## src/rtl/core/ddpi_pkg.sv

```systemverilog
package ddpi_pkg;

    // Configuration register indexes.
    typedef enum logic [2:0] {
        CFG_WHEEL_BASE    = 3'd0,
        CFG_TIME_STEP     = 3'd1,
        CFG_START_X       = 3'd2,
        CFG_START_Y       = 3'd3,
        CFG_START_HEADING = 3'd4
    } cfg_idx_t;

    typedef struct packed {
        logic signed [15:0] left_speed;
        logic signed [15:0] right_speed;
        logic               reload;
    } tick_item_t;

    typedef struct packed {
        logic signed [31:0] pos_x;
        logic signed [31:0] pos_y;
        logic        [15:0] heading;
        logic signed [15:0] speed;
        logic signed [15:0] turn_rate;
    } pose_item_t;

    typedef struct packed {
        cfg_idx_t    index;
        logic [31:0] data;
    } cfg_item_t;

    // Operand selection for the shared 33 x 17 bit multiplier.
    typedef enum logic [3:0] {
        MUL_NONE,
        MUL_SPD_TS,
        MUL_OMG_TS,
        MUL_COS_HI,
        MUL_COS_LO,
        MUL_SIN_HI,
        MUL_SIN_LO,
        MUL_K_HI,
        MUL_K_LO
    } mul_op_t;

    // What happens to the registered product.
    typedef enum logic [2:0] {
        ACC_NONE,
        ACC_SAVE_ST,
        ACC_SAVE_OT,
        ACC_LOAD_HI,
        ACC_ADD
    } acc_op_t;

    typedef enum logic [3:0] {
        S_IDLE,
        S_WAIT,
        S_MUL_ST,
        S_MUL_OT,
        S_MUL_XH,
        S_MUL_XL,
        S_MUL_YH,
        S_MUL_YL,
        S_MUL_HH,
        S_MUL_HL,
        S_HEAD,
        S_FINISH
    } state_t;

    typedef struct packed {
        logic    load;
        mul_op_t mul_op;
        acc_op_t acc_op;
        logic    commit_x;
        logic    commit_y;
        logic    finish;
    } ddpi_cmd_t;

    typedef struct packed {
        logic cordic_idle;
        logic div_idle;
    } ddpi_status_t;

    localparam logic signed [32:0] CORDIC_X0     = 33'sd652032874;
    localparam logic        [31:0] QUAD_BIAS     = 32'h2000_0000;
    localparam logic        [31:0] RAD_TO_TURN32 = 32'd683565276;
    localparam logic signed [16:0] K_HI          = {1'b0, RAD_TO_TURN32[31:16]};
    localparam logic signed [16:0] K_LO          = {1'b0, RAD_TO_TURN32[15:0]};
    localparam int                 POS_SHIFT     = 38;
    localparam int                 DIV_STEPS     = 24;
    localparam int                 DIV_CNT_W     = 5;

    // Arctangent of 2^-i in units of 2^-32 turn.
    function automatic logic [31:0] atan_turn(input logic [4:0] i);
        logic [31:0] v;
        begin
            unique case (i)
                5'd0:    v = 32'h2000_0000;
                5'd1:    v = 32'h12E4_051E;
                5'd2:    v = 32'h09FB_385B;
                5'd3:    v = 32'h0511_11D4;
                5'd4:    v = 32'h028B_0D43;
                5'd5:    v = 32'h0145_D7E1;
                5'd6:    v = 32'h00A2_F61E;
                5'd7:    v = 32'h0051_7C55;
                5'd8:    v = 32'h0028_BE53;
                5'd9:    v = 32'h0014_5F2F;
                5'd10:   v = 32'h000A_2F98;
                5'd11:   v = 32'h0005_17CC;
                5'd12:   v = 32'h0002_8BE6;
                5'd13:   v = 32'h0001_45F3;
                5'd14:   v = 32'h0000_A2FA;
                5'd15:   v = 32'h0000_517D;
                5'd16:   v = 32'h0000_28BE;
                5'd17:   v = 32'h0000_145F;
                5'd18:   v = 32'h0000_0A30;
                5'd19:   v = 32'h0000_0518;
                5'd20:   v = 32'h0000_028C;
                5'd21:   v = 32'h0000_0146;
                5'd22:   v = 32'h0000_00A3;
                5'd23:   v = 32'h0000_0051;
                default: v = 32'h0000_0000;
            endcase
            return v;
        end
    endfunction

endpackage

```

## src/rtl/core/ddpi_chan_if.sv

```systemverilog
interface ddpi_tick_if;
    import ddpi_pkg::*;
    logic       valid;
    logic       ready;
    tick_item_t payload;
    modport source (output valid, output payload, input ready);
    modport sink (input valid, input payload, output ready);
endinterface

interface ddpi_pose_if;
    import ddpi_pkg::*;
    logic       valid;
    logic       ready;
    pose_item_t payload;
    modport source (output valid, output payload, input ready);
    modport sink (input valid, input payload, output ready);
endinterface

interface ddpi_cfg_if;
    import ddpi_pkg::*;
    logic      valid;
    logic      ready;
    cfg_item_t payload;
    modport source (output valid, output payload, input ready);
    modport sink (input valid, input payload, output ready);
endinterface

```

## src/rtl/core/diff_drive_pose_integrator_core.sv

```systemverilog
// Differential-drive pose integrator, forward Euler odometry in fixed point.
// The tick channel carries one transfer per time step: left and right wheel
// speeds (Q8.8) and a reload flag. Each tick produces exactly one transfer on
// the pose channel: x and y (Q16.16, saturated), the heading as a 16-bit
// binary angle, the centre speed and the turn rate (Q8.8, saturated).
// The cfg channel writes wheel_base, time_step, start_x, start_y and
// start_heading by index 0 to 4; other indexes are ignored. It is always
// ready and must only be used while no tick is in flight.
// The 24-step restoring divider that forms the turn rate sets the time from
// an accepted tick to its pose transfer; the CORDIC runs beside it, and the
// multiply steps on the shared multiplier follow. One tick is in work at a
// time: the next tick is accepted only once the last has written its result
// to the output register.
// Reset returns the pose to the origin with heading zero, loads wheel_base
// 128 and time_step 6554, and empties the output register. A stalled pose
// receiver holds its result in the output register while the next tick is
// already accepted and worked on; that tick waits at its end for the slot.
module diff_drive_pose_integrator_core #(
    parameter int ANGLE_BITS      = 16,
    parameter int TRIG_ITERATIONS = 16
) (
    input  logic              clk,
    input  logic              rst_n,
    ddpi_tick_if.sink         tick,
    ddpi_pose_if.source       pose,
    ddpi_cfg_if.sink          cfg
);
    import ddpi_pkg::*;

    ddpi_cmd_t    cmd;
    ddpi_status_t status;
    logic         cfg_we;

    // The cfg channel is always ready, so every register write is accepted.
    assign cfg.ready = 1'b1;
    assign cfg_we    = cfg.valid && cfg.ready;

    // The controller sequences the divider, CORDIC and multiply steps.
    ddpi_ctrl u_ctrl (
        .clk        (clk),
        .rst_n      (rst_n),
        .tick_valid (tick.valid),
        .tick_ready (tick.ready),
        .pose_valid (pose.valid),
        .pose_ready (pose.ready),
        .status     (status),
        .cmd        (cmd)
    );

    // The datapath holds configuration, pose state and the output register.
    ddpi_dpath #(
        .ANGLE_BITS      (ANGLE_BITS),
        .TRIG_ITERATIONS (TRIG_ITERATIONS)
    ) u_dpath (
        .clk       (clk),
        .rst_n     (rst_n),
        .cmd       (cmd),
        .status    (status),
        .tick_item (tick.payload),
        .cfg_we    (cfg_we),
        .cfg_item  (cfg.payload),
        .pose_item (pose.payload)
    );

    // Starting an item puts both iterative units to work.
    a_units_start: assert property (@(posedge clk) disable iff (!rst_n)
        cmd.load |=> !status.div_idle && !status.cordic_idle)
        else $error("iterative units did not start on an accepted tick");

    // The result is only written once both units have finished.
    a_finish_idle: assert property (@(posedge clk) disable iff (!rst_n)
        cmd.finish |-> status.div_idle && status.cordic_idle)
        else $error("result written while a unit is still busy");

    // A finished item is presented on the pose channel in the next cycle.
    a_finish_valid: assert property (@(posedge clk) disable iff (!rst_n)
        cmd.finish |=> pose.valid)
        else $error("finished result not presented");

    // Only one tick is in work at a time.
    a_one_in_flight: assert property (@(posedge clk) disable iff (!rst_n)
        tick.valid && tick.ready |=> !tick.ready)
        else $error("second tick accepted while one is in work");

endmodule

```

## src/rtl/core/ddpi_cordic.sv

```systemverilog
module ddpi_cordic #(
    parameter int TRIG_ITERATIONS = 16
) (
    input  logic               clk,
    input  logic               rst_n,
    input  logic               start,
    input  logic        [31:0] turn,
    output logic signed [32:0] cos_val,
    output logic signed [32:0] sin_val,
    output logic               idle
);
    import ddpi_pkg::*;

    localparam int ITER_W = $clog2(TRIG_ITERATIONS);

    logic                busy_reg, busy_next;
    logic [ITER_W-1:0]   iter_reg, iter_next;
    logic signed [32:0]  x_reg, x_next;
    logic signed [32:0]  y_reg, y_next;
    logic signed [32:0]  z_reg, z_next;
    logic [1:0]          q_reg, q_next;

    logic [31:0]         biased;
    logic [1:0]          q_in;
    logic [31:0]         z_in;
    logic signed [32:0]  x_sh, y_sh, step_angle;

    // The angle is folded to the nearest quadrant; the residual is rotated.
    assign biased     = turn + QUAD_BIAS;
    assign q_in       = biased[31:30];
    assign z_in       = turn - {q_in, 30'd0};
    assign x_sh       = x_reg >>> iter_reg;
    assign y_sh       = y_reg >>> iter_reg;
    assign step_angle = {1'b0, atan_turn(5'(iter_reg))};

    always_comb
    begin
        busy_next = busy_reg;
        iter_next = iter_reg;
        x_next    = x_reg;
        y_next    = y_reg;
        z_next    = z_reg;
        q_next    = q_reg;
        if (start)
        begin
            busy_next = 1'b1;
            iter_next = '0;
            x_next    = CORDIC_X0;
            y_next    = '0;
            z_next    = {z_in[31], z_in};
            q_next    = q_in;
        end
        else if (busy_reg)
        begin
            if (!z_reg[32])
            begin
                x_next = x_reg - y_sh;
                y_next = y_reg + x_sh;
                z_next = z_reg - step_angle;
            end
            else
            begin
                x_next = x_reg + y_sh;
                y_next = y_reg - x_sh;
                z_next = z_reg + step_angle;
            end
            iter_next = iter_reg + 1'b1;
            if (iter_reg == ITER_W'(TRIG_ITERATIONS - 1))
            begin
                busy_next = 1'b0;
            end
        end
    end

    always_ff @(posedge clk or negedge rst_n)
    begin
        if (!rst_n)
        begin
            busy_reg <= 1'b0;
            iter_reg <= '0;
        end
        else
        begin
            busy_reg <= busy_next;
            iter_reg <= iter_next;
        end
    end

    always_ff @(posedge clk)
    begin
        x_reg <= x_next;
        y_reg <= y_next;
        z_reg <= z_next;
        q_reg <= q_next;
    end

    // Undo the quadrant fold.
    always_comb
    begin
        unique case (q_reg)
            2'd0:
            begin
                cos_val = x_reg;
                sin_val = y_reg;
            end
            2'd1:
            begin
                cos_val = -y_reg;
                sin_val = x_reg;
            end
            2'd2:
            begin
                cos_val = -x_reg;
                sin_val = -y_reg;
            end
            default:
            begin
                cos_val = y_reg;
                sin_val = -x_reg;
            end
        endcase
    end

    assign idle = !busy_reg;

endmodule

```

## src/rtl/core/ddpi_div.sv

```systemverilog
module ddpi_div (
    input  logic               clk,
    input  logic               rst_n,
    input  logic               start,
    input  logic signed [16:0] diff,
    input  logic        [15:0] divisor,
    output logic signed [15:0] omega,
    output logic               idle
);
    import ddpi_pkg::*;

    logic                 busy_reg, busy_next;
    logic [DIV_CNT_W-1:0] cnt_reg, cnt_next;
    logic [15:0]          rem_reg, rem_next;
    logic [23:0]          quo_reg, quo_next;
    logic                 neg_reg, neg_next;
    logic                 nz_reg, nz_next;

    logic [16:0]          mag;
    logic [16:0]          trial;
    logic [16:0]          trial_sub;
    logic                 ge;

    assign mag       = diff[16] ? -diff : diff;
    assign trial     = {rem_reg, quo_reg[23]};
    assign trial_sub = trial - {1'b0, divisor};
    assign ge        = trial >= {1'b0, divisor};

    // Restoring division of |diff| * 256 by the wheel base, one bit per cycle.
    always_comb
    begin
        busy_next = busy_reg;
        cnt_next  = cnt_reg;
        rem_next  = rem_reg;
        quo_next  = quo_reg;
        neg_next  = neg_reg;
        nz_next   = nz_reg;
        if (start)
        begin
            busy_next = 1'b1;
            cnt_next  = '0;
            rem_next  = '0;
            quo_next  = {mag[15:0], 8'd0};
            neg_next  = diff[16];
            nz_next   = (diff != '0);
        end
        else if (busy_reg)
        begin
            rem_next = ge ? trial_sub[15:0] : trial[15:0];
            quo_next = {quo_reg[22:0], ge};
            cnt_next = cnt_reg + 1'b1;
            if (cnt_reg == DIV_CNT_W'(DIV_STEPS - 1))
            begin
                busy_next = 1'b0;
            end
        end
    end

    always_ff @(posedge clk or negedge rst_n)
    begin
        if (!rst_n)
        begin
            busy_reg <= 1'b0;
            cnt_reg  <= '0;
        end
        else
        begin
            busy_reg <= busy_next;
            cnt_reg  <= cnt_next;
        end
    end

    always_ff @(posedge clk)
    begin
        rem_reg <= rem_next;
        quo_reg <= quo_next;
        neg_reg <= neg_next;
        nz_reg  <= nz_next;
    end

    // Sign, saturation, and the zero wheel base case.
    always_comb
    begin
        priority if (divisor == '0)
        begin
            omega = !nz_reg ? 16'sd0 : (neg_reg ? 16'sh8000 : 16'sh7FFF);
        end
        else if (neg_reg)
        begin
            omega = (quo_reg > 24'd32768) ? 16'sh8000 : -quo_reg[15:0];
        end
        else
        begin
            omega = (quo_reg > 24'd32767) ? 16'sh7FFF : quo_reg[15:0];
        end
    end

    assign idle = !busy_reg;

endmodule

```

## src/rtl/core/ddpi_ctrl.sv

```systemverilog
module ddpi_ctrl (
    input  logic                  clk,
    input  logic                  rst_n,
    input  logic                  tick_valid,
    output logic                  tick_ready,
    output logic                  pose_valid,
    input  logic                  pose_ready,
    input  ddpi_pkg::ddpi_status_t status,
    output ddpi_pkg::ddpi_cmd_t   cmd
);
    import ddpi_pkg::*;

    state_t state_reg, state_next;
    logic   out_valid_reg, out_valid_next;
    logic   out_free;

    assign out_free = !out_valid_reg || pose_ready;

    always_comb
    begin
        state_next = state_reg;
        unique case (state_reg)
            S_IDLE:   if (tick_valid) state_next = S_WAIT;
            S_WAIT:   if (status.cordic_idle && status.div_idle) state_next = S_MUL_ST;
            S_MUL_ST: state_next = S_MUL_OT;
            S_MUL_OT: state_next = S_MUL_XH;
            S_MUL_XH: state_next = S_MUL_XL;
            S_MUL_XL: state_next = S_MUL_YH;
            S_MUL_YH: state_next = S_MUL_YL;
            S_MUL_YL: state_next = S_MUL_HH;
            S_MUL_HH: state_next = S_MUL_HL;
            S_MUL_HL: state_next = S_HEAD;
            S_HEAD:   state_next = S_FINISH;
            S_FINISH: if (out_free) state_next = S_IDLE;
            default:  state_next = S_IDLE;
        endcase
    end

    always_comb
    begin
        tick_ready   = 1'b0;
        cmd          = '0;
        cmd.mul_op   = MUL_NONE;
        cmd.acc_op   = ACC_NONE;
        unique case (state_reg)
            S_IDLE:
            begin
                tick_ready = 1'b1;
                cmd.load   = tick_valid;
            end
            S_WAIT:
            begin
            end
            S_MUL_ST:
            begin
                cmd.mul_op = MUL_SPD_TS;
            end
            S_MUL_OT:
            begin
                cmd.mul_op = MUL_OMG_TS;
                cmd.acc_op = ACC_SAVE_ST;
            end
            S_MUL_XH:
            begin
                cmd.mul_op = MUL_COS_HI;
                cmd.acc_op = ACC_SAVE_OT;
            end
            S_MUL_XL:
            begin
                cmd.mul_op = MUL_COS_LO;
                cmd.acc_op = ACC_LOAD_HI;
            end
            S_MUL_YH:
            begin
                cmd.mul_op = MUL_SIN_HI;
                cmd.acc_op = ACC_ADD;
            end
            S_MUL_YL:
            begin
                cmd.mul_op   = MUL_SIN_LO;
                cmd.acc_op   = ACC_LOAD_HI;
                cmd.commit_x = 1'b1;
            end
            S_MUL_HH:
            begin
                cmd.mul_op = MUL_K_HI;
                cmd.acc_op = ACC_ADD;
            end
            S_MUL_HL:
            begin
                cmd.mul_op   = MUL_K_LO;
                cmd.acc_op   = ACC_LOAD_HI;
                cmd.commit_y = 1'b1;
            end
            S_HEAD:
            begin
                cmd.acc_op = ACC_ADD;
            end
            S_FINISH:
            begin
                cmd.finish = out_free;
            end
            default:
            begin
            end
        endcase
    end

    assign out_valid_next = cmd.finish || (out_valid_reg && !pose_ready);

    always_ff @(posedge clk or negedge rst_n)
    begin
        if (!rst_n)
        begin
            state_reg     <= S_IDLE;
            out_valid_reg <= 1'b0;
        end
        else
        begin
            state_reg     <= state_next;
            out_valid_reg <= out_valid_next;
        end
    end

    assign pose_valid = out_valid_reg;

endmodule

```

## src/rtl/core/ddpi_dpath.sv

```systemverilog
module ddpi_dpath #(
    parameter int ANGLE_BITS      = 16,
    parameter int TRIG_ITERATIONS = 16
) (
    input  logic                  clk,
    input  logic                  rst_n,
    input  ddpi_pkg::ddpi_cmd_t   cmd,
    output ddpi_pkg::ddpi_status_t status,
    input  ddpi_pkg::tick_item_t  tick_item,
    input  logic                  cfg_we,
    input  ddpi_pkg::cfg_item_t   cfg_item,
    output ddpi_pkg::pose_item_t  pose_item
);
    import ddpi_pkg::*;

    localparam int                 HEAD_SHIFT = 56 - ANGLE_BITS;
    localparam int                 TURN_PAD   = 32 - ANGLE_BITS;
    localparam logic signed [63:0] POS_RND    = 64'sd1 <<< (POS_SHIFT - 1);
    localparam logic signed [63:0] HEAD_RND   = 64'sd1 <<< (HEAD_SHIFT - 1);

    // Configuration.
    logic        [15:0]     wheel_base_reg;
    logic        [15:0]     time_step_reg;
    logic signed [31:0]     start_x_reg;
    logic signed [31:0]     start_y_reg;
    logic        [15:0]     start_heading_reg;

    // Pose state.
    logic signed [31:0]     pose_x_reg, pose_y_reg;
    logic [ANGLE_BITS-1:0]  pose_h_reg;

    // Item and arithmetic registers.
    logic signed [15:0]     spd_reg;
    logic                   reload_reg;
    logic signed [32:0]     pst_reg, pot_reg;
    logic signed [49:0]     prod_reg;
    logic signed [63:0]     acc_reg;
    pose_item_t             out_reg;

    logic [16:0]            sum_in;
    logic signed [16:0]     diff_in;
    logic signed [32:0]     cos_val, sin_val;
    logic signed [15:0]     omega;
    logic signed [32:0]     mul_a;
    logic signed [16:0]     mul_b;
    logic signed [49:0]     prod_next;
    logic [63:0]            prod_ext;
    logic signed [63:0]     pos_rnd, head_rnd;
    logic signed [25:0]     dpos;
    logic signed [31:0]     pos_base;
    logic signed [33:0]     pos_sum;
    logic signed [31:0]     pos_sat;
    logic [ANGLE_BITS-1:0]  h_step, h_start, h_final;
    logic [15:0]            h_out;
    pose_item_t             out_next;

    assign sum_in  = {tick_item.left_speed[15], tick_item.left_speed}
                   + {tick_item.right_speed[15], tick_item.right_speed};
    assign diff_in = {tick_item.right_speed[15], tick_item.right_speed}
                   - {tick_item.left_speed[15], tick_item.left_speed};

    ddpi_cordic #(
        .TRIG_ITERATIONS(TRIG_ITERATIONS)
    ) u_cordic (
        .clk     (clk),
        .rst_n   (rst_n),
        .start   (cmd.load),
        .turn    ({pose_h_reg, {TURN_PAD{1'b0}}}),
        .cos_val (cos_val),
        .sin_val (sin_val),
        .idle    (status.cordic_idle)
    );

    ddpi_div u_div (
        .clk     (clk),
        .rst_n   (rst_n),
        .start   (cmd.load),
        .diff    (diff_in),
        .divisor (wheel_base_reg),
        .omega   (omega),
        .idle    (status.div_idle)
    );

    // Shared multiplier; wide products are built from a high and a low half.
    always_comb
    begin
        unique case (cmd.mul_op)
            MUL_SPD_TS:
            begin
                mul_a = {{17{spd_reg[15]}}, spd_reg};
                mul_b = {1'b0, time_step_reg};
            end
            MUL_OMG_TS:
            begin
                mul_a = {{17{omega[15]}}, omega};
                mul_b = {1'b0, time_step_reg};
            end
            MUL_COS_HI:
            begin
                mul_a = pst_reg;
                mul_b = cos_val[32:16];
            end
            MUL_COS_LO:
            begin
                mul_a = pst_reg;
                mul_b = {1'b0, cos_val[15:0]};
            end
            MUL_SIN_HI:
            begin
                mul_a = pst_reg;
                mul_b = sin_val[32:16];
            end
            MUL_SIN_LO:
            begin
                mul_a = pst_reg;
                mul_b = {1'b0, sin_val[15:0]};
            end
            MUL_K_HI:
            begin
                mul_a = pot_reg;
                mul_b = K_HI;
            end
            MUL_K_LO:
            begin
                mul_a = pot_reg;
                mul_b = K_LO;
            end
            default:
            begin
                mul_a = '0;
                mul_b = '0;
            end
        endcase
    end

    assign prod_next = mul_a * mul_b;
    assign prod_ext  = {{14{prod_reg[49]}}, prod_reg};

    // Position step: round half up, then add and saturate to 32 bits.
    assign pos_rnd  = acc_reg + POS_RND;
    assign dpos     = pos_rnd[63:POS_SHIFT];
    assign pos_base = cmd.commit_x ? pose_x_reg : pose_y_reg;
    assign pos_sum  = {{2{pos_base[31]}}, pos_base} + {{8{dpos[25]}}, dpos};

    always_comb
    begin
        if (pos_sum[33:31] == 3'b000 || pos_sum[33:31] == 3'b111)
        begin
            pos_sat = pos_sum[31:0];
        end
        else
        begin
            pos_sat = pos_sum[33] ? 32'sh8000_0000 : 32'sh7FFF_FFFF;
        end
    end

    // Heading step wraps at the angle width.
    assign head_rnd = acc_reg + HEAD_RND;
    assign h_step   = head_rnd[HEAD_SHIFT +: ANGLE_BITS];
    assign h_final  = reload_reg ? h_start : pose_h_reg + h_step;

    generate
        if (ANGLE_BITS >= 16)
        begin : g_wide_angle
            assign h_start = ANGLE_BITS'(start_heading_reg) << (ANGLE_BITS - 16);
            assign h_out   = 16'(h_final >> (ANGLE_BITS - 16));
        end
        else
        begin : g_narrow_angle
            assign h_start = start_heading_reg[15 -: ANGLE_BITS];
            assign h_out   = 16'(h_final) << (16 - ANGLE_BITS);
        end
    endgenerate

    always_comb
    begin
        out_next.pos_x     = pose_x_reg;
        out_next.pos_y     = pose_y_reg;
        out_next.heading   = h_out;
        out_next.speed     = spd_reg;
        out_next.turn_rate = omega;
    end

    always_ff @(posedge clk or negedge rst_n)
    begin
        if (!rst_n)
        begin
            wheel_base_reg    <= 16'd128;
            time_step_reg     <= 16'd6554;
            start_x_reg       <= '0;
            start_y_reg       <= '0;
            start_heading_reg <= '0;
            pose_x_reg        <= '0;
            pose_y_reg        <= '0;
            pose_h_reg        <= '0;
        end
        else
        begin
            if (cfg_we)
            begin
                unique case (cfg_item.index)
                    CFG_WHEEL_BASE:    wheel_base_reg    <= cfg_item.data[15:0];
                    CFG_TIME_STEP:     time_step_reg     <= cfg_item.data[15:0];
                    CFG_START_X:       start_x_reg       <= cfg_item.data;
                    CFG_START_Y:       start_y_reg       <= cfg_item.data;
                    CFG_START_HEADING: start_heading_reg <= cfg_item.data[15:0];
                    default:
                    begin
                    end
                endcase
            end
            if (cmd.commit_x)
            begin
                pose_x_reg <= reload_reg ? start_x_reg : pos_sat;
            end
            if (cmd.commit_y)
            begin
                pose_y_reg <= reload_reg ? start_y_reg : pos_sat;
            end
            if (cmd.finish)
            begin
                pose_h_reg <= h_final;
            end
        end
    end

    always_ff @(posedge clk)
    begin
        if (cmd.load)
        begin
            spd_reg    <= sum_in[16:1];
            reload_reg <= tick_item.reload;
        end
        prod_reg <= prod_next;
        unique case (cmd.acc_op)
            ACC_SAVE_ST: pst_reg <= prod_reg[32:0];
            ACC_SAVE_OT: pot_reg <= prod_reg[32:0];
            ACC_LOAD_HI: acc_reg <= prod_ext << 16;
            ACC_ADD:     acc_reg <= acc_reg + prod_ext;
            default:
            begin
            end
        endcase
        if (cmd.finish)
        begin
            out_reg <= out_next;
        end
    end

    assign pose_item = out_reg;

endmodule
```

## src/flat_wrapper.sv

```systemverilog
// flat-port wrapper written by rule: the top's interface ports become plain ports
module diff_drive_pose_integrator_core_flat import ddpi_pkg::*;
#(
    parameter int ANGLE_BITS      = 16,
    parameter int TRIG_ITERATIONS = 16
)
  (clk, rst_n, tick_valid, tick_payload, tick_ready, pose_valid, pose_payload, pose_ready, cfg_valid, cfg_payload, cfg_ready);
  ddpi_tick_if tick_i ();
  ddpi_pose_if pose_i ();
  ddpi_cfg_if cfg_i ();
  input  logic clk;
  input  logic rst_n;
  input wire logic [$bits(tick_i.valid)-1:0] tick_valid;
  input wire logic [$bits(tick_i.payload)-1:0] tick_payload;
  output wire logic [$bits(tick_i.ready)-1:0] tick_ready;
  output wire logic [$bits(pose_i.valid)-1:0] pose_valid;
  output wire logic [$bits(pose_i.payload)-1:0] pose_payload;
  input wire logic [$bits(pose_i.ready)-1:0] pose_ready;
  input wire logic [$bits(cfg_i.valid)-1:0] cfg_valid;
  input wire logic [$bits(cfg_i.payload)-1:0] cfg_payload;
  output wire logic [$bits(cfg_i.ready)-1:0] cfg_ready;
  assign tick_i.valid = tick_valid;
  assign tick_i.payload = tick_payload;
  assign tick_ready = tick_i.ready;
  assign pose_valid = pose_i.valid;
  assign pose_payload = pose_i.payload;
  assign pose_i.ready = pose_ready;
  assign cfg_i.valid = cfg_valid;
  assign cfg_i.payload = cfg_payload;
  assign cfg_ready = cfg_i.ready;
  diff_drive_pose_integrator_core #(.ANGLE_BITS(ANGLE_BITS), .TRIG_ITERATIONS(TRIG_ITERATIONS)) u_core (.clk(clk), .rst_n(rst_n), .tick(tick_i), .pose(pose_i), .cfg(cfg_i));
endmodule
```

## config.mk

```make
export PLATFORM = sky130hd
export DESIGN_NAME = diff_drive_pose_integrator_core_flat
export DESIGN_NICKNAME = d
export VERILOG_FILES = /design/src/rtl/core/ddpi_pkg.sv /design/src/rtl/core/ddpi_chan_if.sv /design/src/rtl/core/diff_drive_pose_integrator_core.sv /design/src/rtl/core/ddpi_cordic.sv /design/src/rtl/core/ddpi_div.sv /design/src/rtl/core/ddpi_ctrl.sv /design/src/rtl/core/ddpi_dpath.sv /design/src/flat_wrapper.sv
export SDC_FILE = /design/constraint.sdc
export NUM_CORES = 2
export LEC_CHECK = 0
export BUFFER_PORTS_ARGS = -buffer_cell sky130_fd_sc_hd__buf_2
export CAP_MARGIN = 0
export CORE_ASPECT_RATIO = 1.4
export CORE_MARGIN = 2
export CORE_UTILIZATION = 40
export DETAILED_ROUTE_END_ITERATION = 6
export SYNTH_ARGS = -nofsm -noshare
export SYNTH_HDL_FRONTEND = slang
export SYNTH_SLANG_ARGS = --single-unit
```

## constraint.sdc

```tcl
create_clock -name clk -period 26.6 [get_ports clk]
set_input_delay 1.33 -clock clk [delete_from_list [all_inputs] [get_ports clk]]
set_output_delay 1.33 -clock clk [all_outputs]
set_load 0.01 [all_outputs]
```

==> Yosys cells after proc, flatten, opt, wreduce, memory -nomap -nowiden <==
Memory sizes are Yosys's and may differ from the RTL's.
Index checks and enable logic that the tools add are counted.
{ "classes": {"n_mul": 1, "mux": 47, "div": 0, "order_cmp": 3, "addsub": 22, "eq_ne": 35, "shifts": 2, "bitwise_logic": 0, "n_reduce_logical": 29} }
{ "ops": {"columns": ["op", "n"], "rows": [
  ["$pmux 33 s3", 2],
  ["$mux 33", 5],
  ["$mux 32", 5],
  ["$mux 16", 9],
  ["$pmux 33 s4", 1],
  ["$pmux 64 s2", 1],
  ["$pmux 17 s7", 1],
  ["$add 33x33->33", 3],
  ["$sub 33x33->33", 3],
  ["$neg 33->33", 2],
  ["$sshr 33x4->33", 2],
  ["$add 64x39->64 const B", 1],
  ["$add 64x64->64", 1],
  ["$add 56x41->56 const B", 1],
  ["$mul 33x17->50", 1],
  ["$mux 24", 2],
  ["$pmux 4 s12", 1],
  ["$add 32x26->33", 1],
  ["$add 32x30->32 const B", 1],
  ["$eq 4x3->1 const B", 8],
  ["$neg 16->16", 2],
  ["$pmux 4 s8", 1],
  ["$sub 32x32->32", 1],
  ["$eq 4x4->1 const B", 6],
  ["other kinds (36)", 78]
]} }
{ "word_totals": {"reg_bits": 660, "mem_count": 1, "latchBits": 0, "wordCells": 174, "out_inout_bits": 115, "mem_bits_ro": 480, "ramBits": 0} }
{ "mem_list": {"columns": ["memory", "depth", "width", "rd", "rd_ports_with_merged_regs", "write_ports", "line_no", "text"], "rows": [
  ["(no name shown)", 16, 30, 1, 0, 0, "ddpi_pkg.sv:95", "unique case (i)"]
]} }

==> Longest topological paths before layout <==
{ "depth": {"depth_word": 8, "ltp_mapped": 38, "ltp_nobuf": 36} }

==> Cells and area by module <==
From an unflattened synthesis, not the netlist that was laid out.
{ "unflattened": {"hier_cells": 7419, "area_unflattened_um2": 67652.4} }
{ "modules_own_cells": {"columns": ["mod", "seq_area_each_um2", "n_inst", "area_per_inst_um2", "cells_per_inst"], "rows": [
  ["ddpi_dpath", 13593.0, 1, 45521.2, 4627],
  ["ddpi_cordic", 2497.4, 1, 17923.4, 2282],
  ["ddpi_div", 1171.1, 1, 3764.9, 460],
  ["ddpi_ctrl", 125.1, 1, 431.7, 48],
  ["diff_drive_pose_integrator_core", 0.0, 1, 11.3, 2]
]} }

==> Least setup slack after synthesis <==
No wires, ideal clock.
{ "synth_timing": {"path_type": "register to register", "startpoint": "register u_core.u_dpath.u_cordic.x_reg[12]", "endpoint": "register u_core.u_dpath.prod_reg[48]", "period_less_slack_ps": 9042, "required_ps": 26528, "t_arrival_ps": 8969, "setup_slack_ps": 17558, "n_path_buf": 3, "path_stages_with_launch": 35, "cell_sequence": "dfxtp_1 -> buf_2 -> or4_1 -> nor4_2 -> nand2b_1 -> or4_1 -> buf_2 -> o41a_1 -> xor2_1 -> a21oi_1 -> o21ai_1 -> clkbuf_1 -> nand2_1 -> fa_1 -> inv_1 -> fa_1 -> inv_1 -> fa_1 -> inv_1 -> fa_1 -> fa_1 -> inv_1 -> fa_1 -> inv_1 -> ha_1 -> o21a_1 -> o21a_1 -> o2111a_1 -> o21a_1 -> o31a_1 -> a211oi_1 -> o21ai_1 -> a221o_1 -> a221oi_1 -> xnor2_1"} }
{ "synth_via": {"elab_chain_cells": 4} }
{ "synth_lines": {"columns": ["item", "line_no", "text"], "rows": [
  ["from (decl)", "ddpi_cordic.sv:18", "logic signed [32:0] x_reg, x_next;"],
  ["from (signal assigned)", "ddpi_cordic.sv:91", "x_reg <= x_next;"],
  ["$neg 33->33", "ddpi_cordic.sv:113, ddpi_cordic.sv:119", null],
  ["$pmux 33 s3", "ddpi_cordic.sv:100", "unique case (q_reg)"],
  ["$pmux 17 s7 *", "ddpi_dpath.sv:87", "unique case (cmd.mul_op)"],
  ["$mul 33x17->50 *", "ddpi_dpath.sv:136", "assign prod_next = mul_a * mul_b;"],
  ["via u_core.u_dpath.prod_next[48]", "ddpi_dpath.sv:46", "logic signed [49:0] prod_next;"],
  ["to (signal assigned)", "ddpi_dpath.sv:234", "prod_reg <= prod_next;"],
  ["to (decl)", "ddpi_dpath.sv:36", "logic signed [49:0] prod_reg;"]
]} }
The timed path passes the listed nets; every way through them passes the cells marked *.
A chain may end at the register's enable or synchronous reset.

==> Worst setup path after layout <==
{ "layout_timing": {"startpoint": "register u_core.u_ctrl.state_reg[1]", "endpoint": "register u_core.u_dpath.prod_reg[47]"} }
{ "layout_via": {"elab_chain_cells": 6} }
{ "layout_lines": {"columns": ["item", "line_no", "text"], "rows": [
  ["from (decl)", "ddpi_ctrl.sv:13", "state_t state_reg, state_next;"],
  ["from (signal assigned)", "ddpi_ctrl.sv:120", "state_reg <= state_next;"],
  ["$eq 4x4->1 (tied with other cells)", "ddpi_ctrl.sv:45", "unique case (state_reg)"],
  ["$pmux 4 s8 *", "ddpi_ctrl.sv:45", null],
  ["$eq 4x3->1 (tied with other cells)", "ddpi_dpath.sv:87", null],
  ["$reduce_or 4->1 (no line) / $reduce_or 2->1 (equally long branches)", null, null],
  ["$pmux 33 s4 / $pmux 17 s7 (equally long branches)", "ddpi_dpath.sv:87", null],
  ["$mul 33x17->50 *", "ddpi_dpath.sv:136", null],
  ["via u_core.u_dpath.prod_next[47]", "ddpi_dpath.sv:46", null]
]} }
Marked as above.

==> results_dict.tcl <==
set metrics [dict create \
    outcome "finished clean" \
    grt_max_degree 106 \
    grt_pass1_vias 56300 \
    wire_per_inst_um 22.6 \
    drt-pass1-iter-count 7 \
    tns_ns 0 \
    yosysWarnings 0 \
    async_flop_share_pct 31.5 \
    fmax_ghz 0.0917 \
    cts_tree "built" \
    syn_area_um2 67000 \
    synth_fp_nets 8479 \
    fin_skew_ns 0.0705 \
    synth_area_leader_cell "fa_1" \
    relSlewSlack_pct 16.5 \
    nNetsFinal 8420 \
    cp.arrival_ns 11.49 \
    crit_path_start_kind "flip-flop" \
    synth-seq-cells 660 \
    yosysTopAreaCellShare_pct 16.3 \
    hpwl_mm 169 \
    cts_resized 0 \
    synth_commonest_cells "nand2_1, nor2_1, inv_1, fa_1, a21oi_1" \
    yosysMostFrequentCell "nand2_1" \
    drive_gt1_share_pct 9.72 \
    drc 0 \
    grt_pass1_wl_mm 339 \
    min_period_over_period_pct 41.0 \
    syn2layout_area_growth_pct 8.46 \
    grt_usage_pct 25.8 \
    synth-main-ff-cell "edfxtp_1" \
    grt_overflow 0 \
    cp.buffers_inverters 5 \
    final_max_slew_viol_count 0 \
    rsz0062_at_grt "false" \
    wl_mm 220 \
    cts_buffers 79 \
    ys_seq_area_share_pct 25.9 \
    yosysUniqueCellTypes 113 \
    ios 188 \
    crit_path_end_kind "flip-flop" \
    htree_levels 3 \
    crit_family "adder cells" \
    clockBufferDepth 3 \
    port_buffers 186 \
    start_util_pct 40.3 \
    slowest_delay_ns 1.00 \
    critPathRequiredTime_ns 27.19 \
    fp.dieH_um 488 \
    crit_fanout 38 \
    drt_iter0_markers 4344 \
    antenna_left 0 \
    syn_inst 7473 \
    hold_viol 0 \
    path_class "flip-flop to flip-flop" \
    crit_top_cell "fa_1" \
    clock_sinks 660 \
    die_w_um 350 \
    cp_slowest_cell "inv_2" \
    synthTopCellsByArea "fa_1, edfxtp_1, dfrtp_1" \
    holdBufCountCts 0 \
    grt_antenna_before_repair 19 \
    cap_violations 0 \
    cts_root_buf "clkbuf_16" \
    gp_congestion 0.972 \
    core_area_um2 166000 \
    synth_edf_count 312 \
    rows 177 \
    cts_setup_buffers 0 \
    clk_latency_ns 0.77 \
    dieArea_um2 171000 \
    clk_pin_slew_worst_paths_ns 0.06 \
    avgSynthCellArea_um2 8.97 \
    via_count 55500 \
    setup_violations 0 \
    hold_class "flip-flop to flip-flop" \
    fin_crit_ns 10.90 \
    worstMarginPinSlew_ns 1.25 \
    largest_reg_flops 112 \
    vias_per_cell 5.71 \
]
## worst paths after layout
path                                                           from                                         end  slack (ns)  depth (start not counted)
max in group asynchronous                                     rst_n     u_core.u_dpath.u_div.busy_reg$_DFF_PN0_       24.58                          2
max reg2reg                  u_core.u_ctrl.state_reg[1]$_DFFE_PN0P_         u_core.u_dpath.prod_reg[47]$_DFF_P_       15.70                         29
min                        u_core.u_dpath.pose_x_reg[1]$_DFFE_PN0P_      u_core.u_dpath.pose_item[81]$_DFFE_PP_        0.48                          0
max                          u_core.u_ctrl.state_reg[1]$_DFFE_PN0P_         u_core.u_dpath.prod_reg[47]$_DFF_P_       15.70                         29
min in group asynchronous                                     rst_n  u_core.u_dpath.start_x_reg[26]$_DFFE_PN0P_        0.64                          1
min reg2reg                u_core.u_dpath.pose_x_reg[1]$_DFFE_PN0P_      u_core.u_dpath.pose_item[81]$_DFFE_PP_        0.48                          0
## placed cells by master (no fill, tap or decap), drive strengths merged, types with 66 or more instances in the layout
master,n
nand2,846
nor2,759
inv,759
fa,546
a21oi,431
o21ai,404
ha,387
xnor2,328
edfxtp,312
buf,275
dfrtp,200
xor2,188
a21o,159
dfxtp,140
mux2i,127
mux2,125
nand3,112
clkbuf,104
nand2b,95
nor3,91
a31oi,85
mux4,75
o21bai,66
## metrics by stage
stage	instance area, um^2	hold slack, ns	setup slack (ns)	utilization, %	std cells
2_1_floorplan	67000	0.426	17.56	-	7473
3_3_place_gp	70000	0.460	15.88	42.1	9568
3_5_place_dp	70000	0.464	15.78	42.1	9570
4_1_cts	72700	0.479	15.71	43.7	9718
5_1_grt	72700	0.489	15.13	43.7	9720
6_report	72700	0.476	15.70	43.7	9721
## per-layer routing
| metal | vias to the layer above | track usage (%) | wire length [um] |
|---|---|---|---|
| met3 | 513 | 4.01 | 14200 |
| met2 | 1988 | 44.7 | 108000 |
| met5 | - | 0.0287 | 90 |
| li1 | 25300 | - | - |
| met1 | 27700 | 31.3 | 86300 |
| met4 | 14 | 12.1 | 11700 |
## cells by family after synthesis
logic type,synth area share (%)
compound gates,15.2
xor+xnor,6.74
fa+ha+maj,23.5
buf+inv,6.72
flops,25.9
mux,6.52
other cells,0.00559
simple gates,15.4
## cell type report
cell class / instances / area [um^2]
Tap cell: 2237 / 2800
Antenna cell: 3 / 7.51
Sequential cell: 660 / 17400
Clock inverter: 44 / 538
Fill cell: 16300 / 93600
Timing Repair Buffer: 275 / 1610
Inverter: 753 / 2830
Multi-Input combinational cell: 5645 / 45300
Clock buffer: 104 / 2170
Power is not shown: default switching activity piles up to over one toggle a cycle in this logic, so the estimate is an artifact.
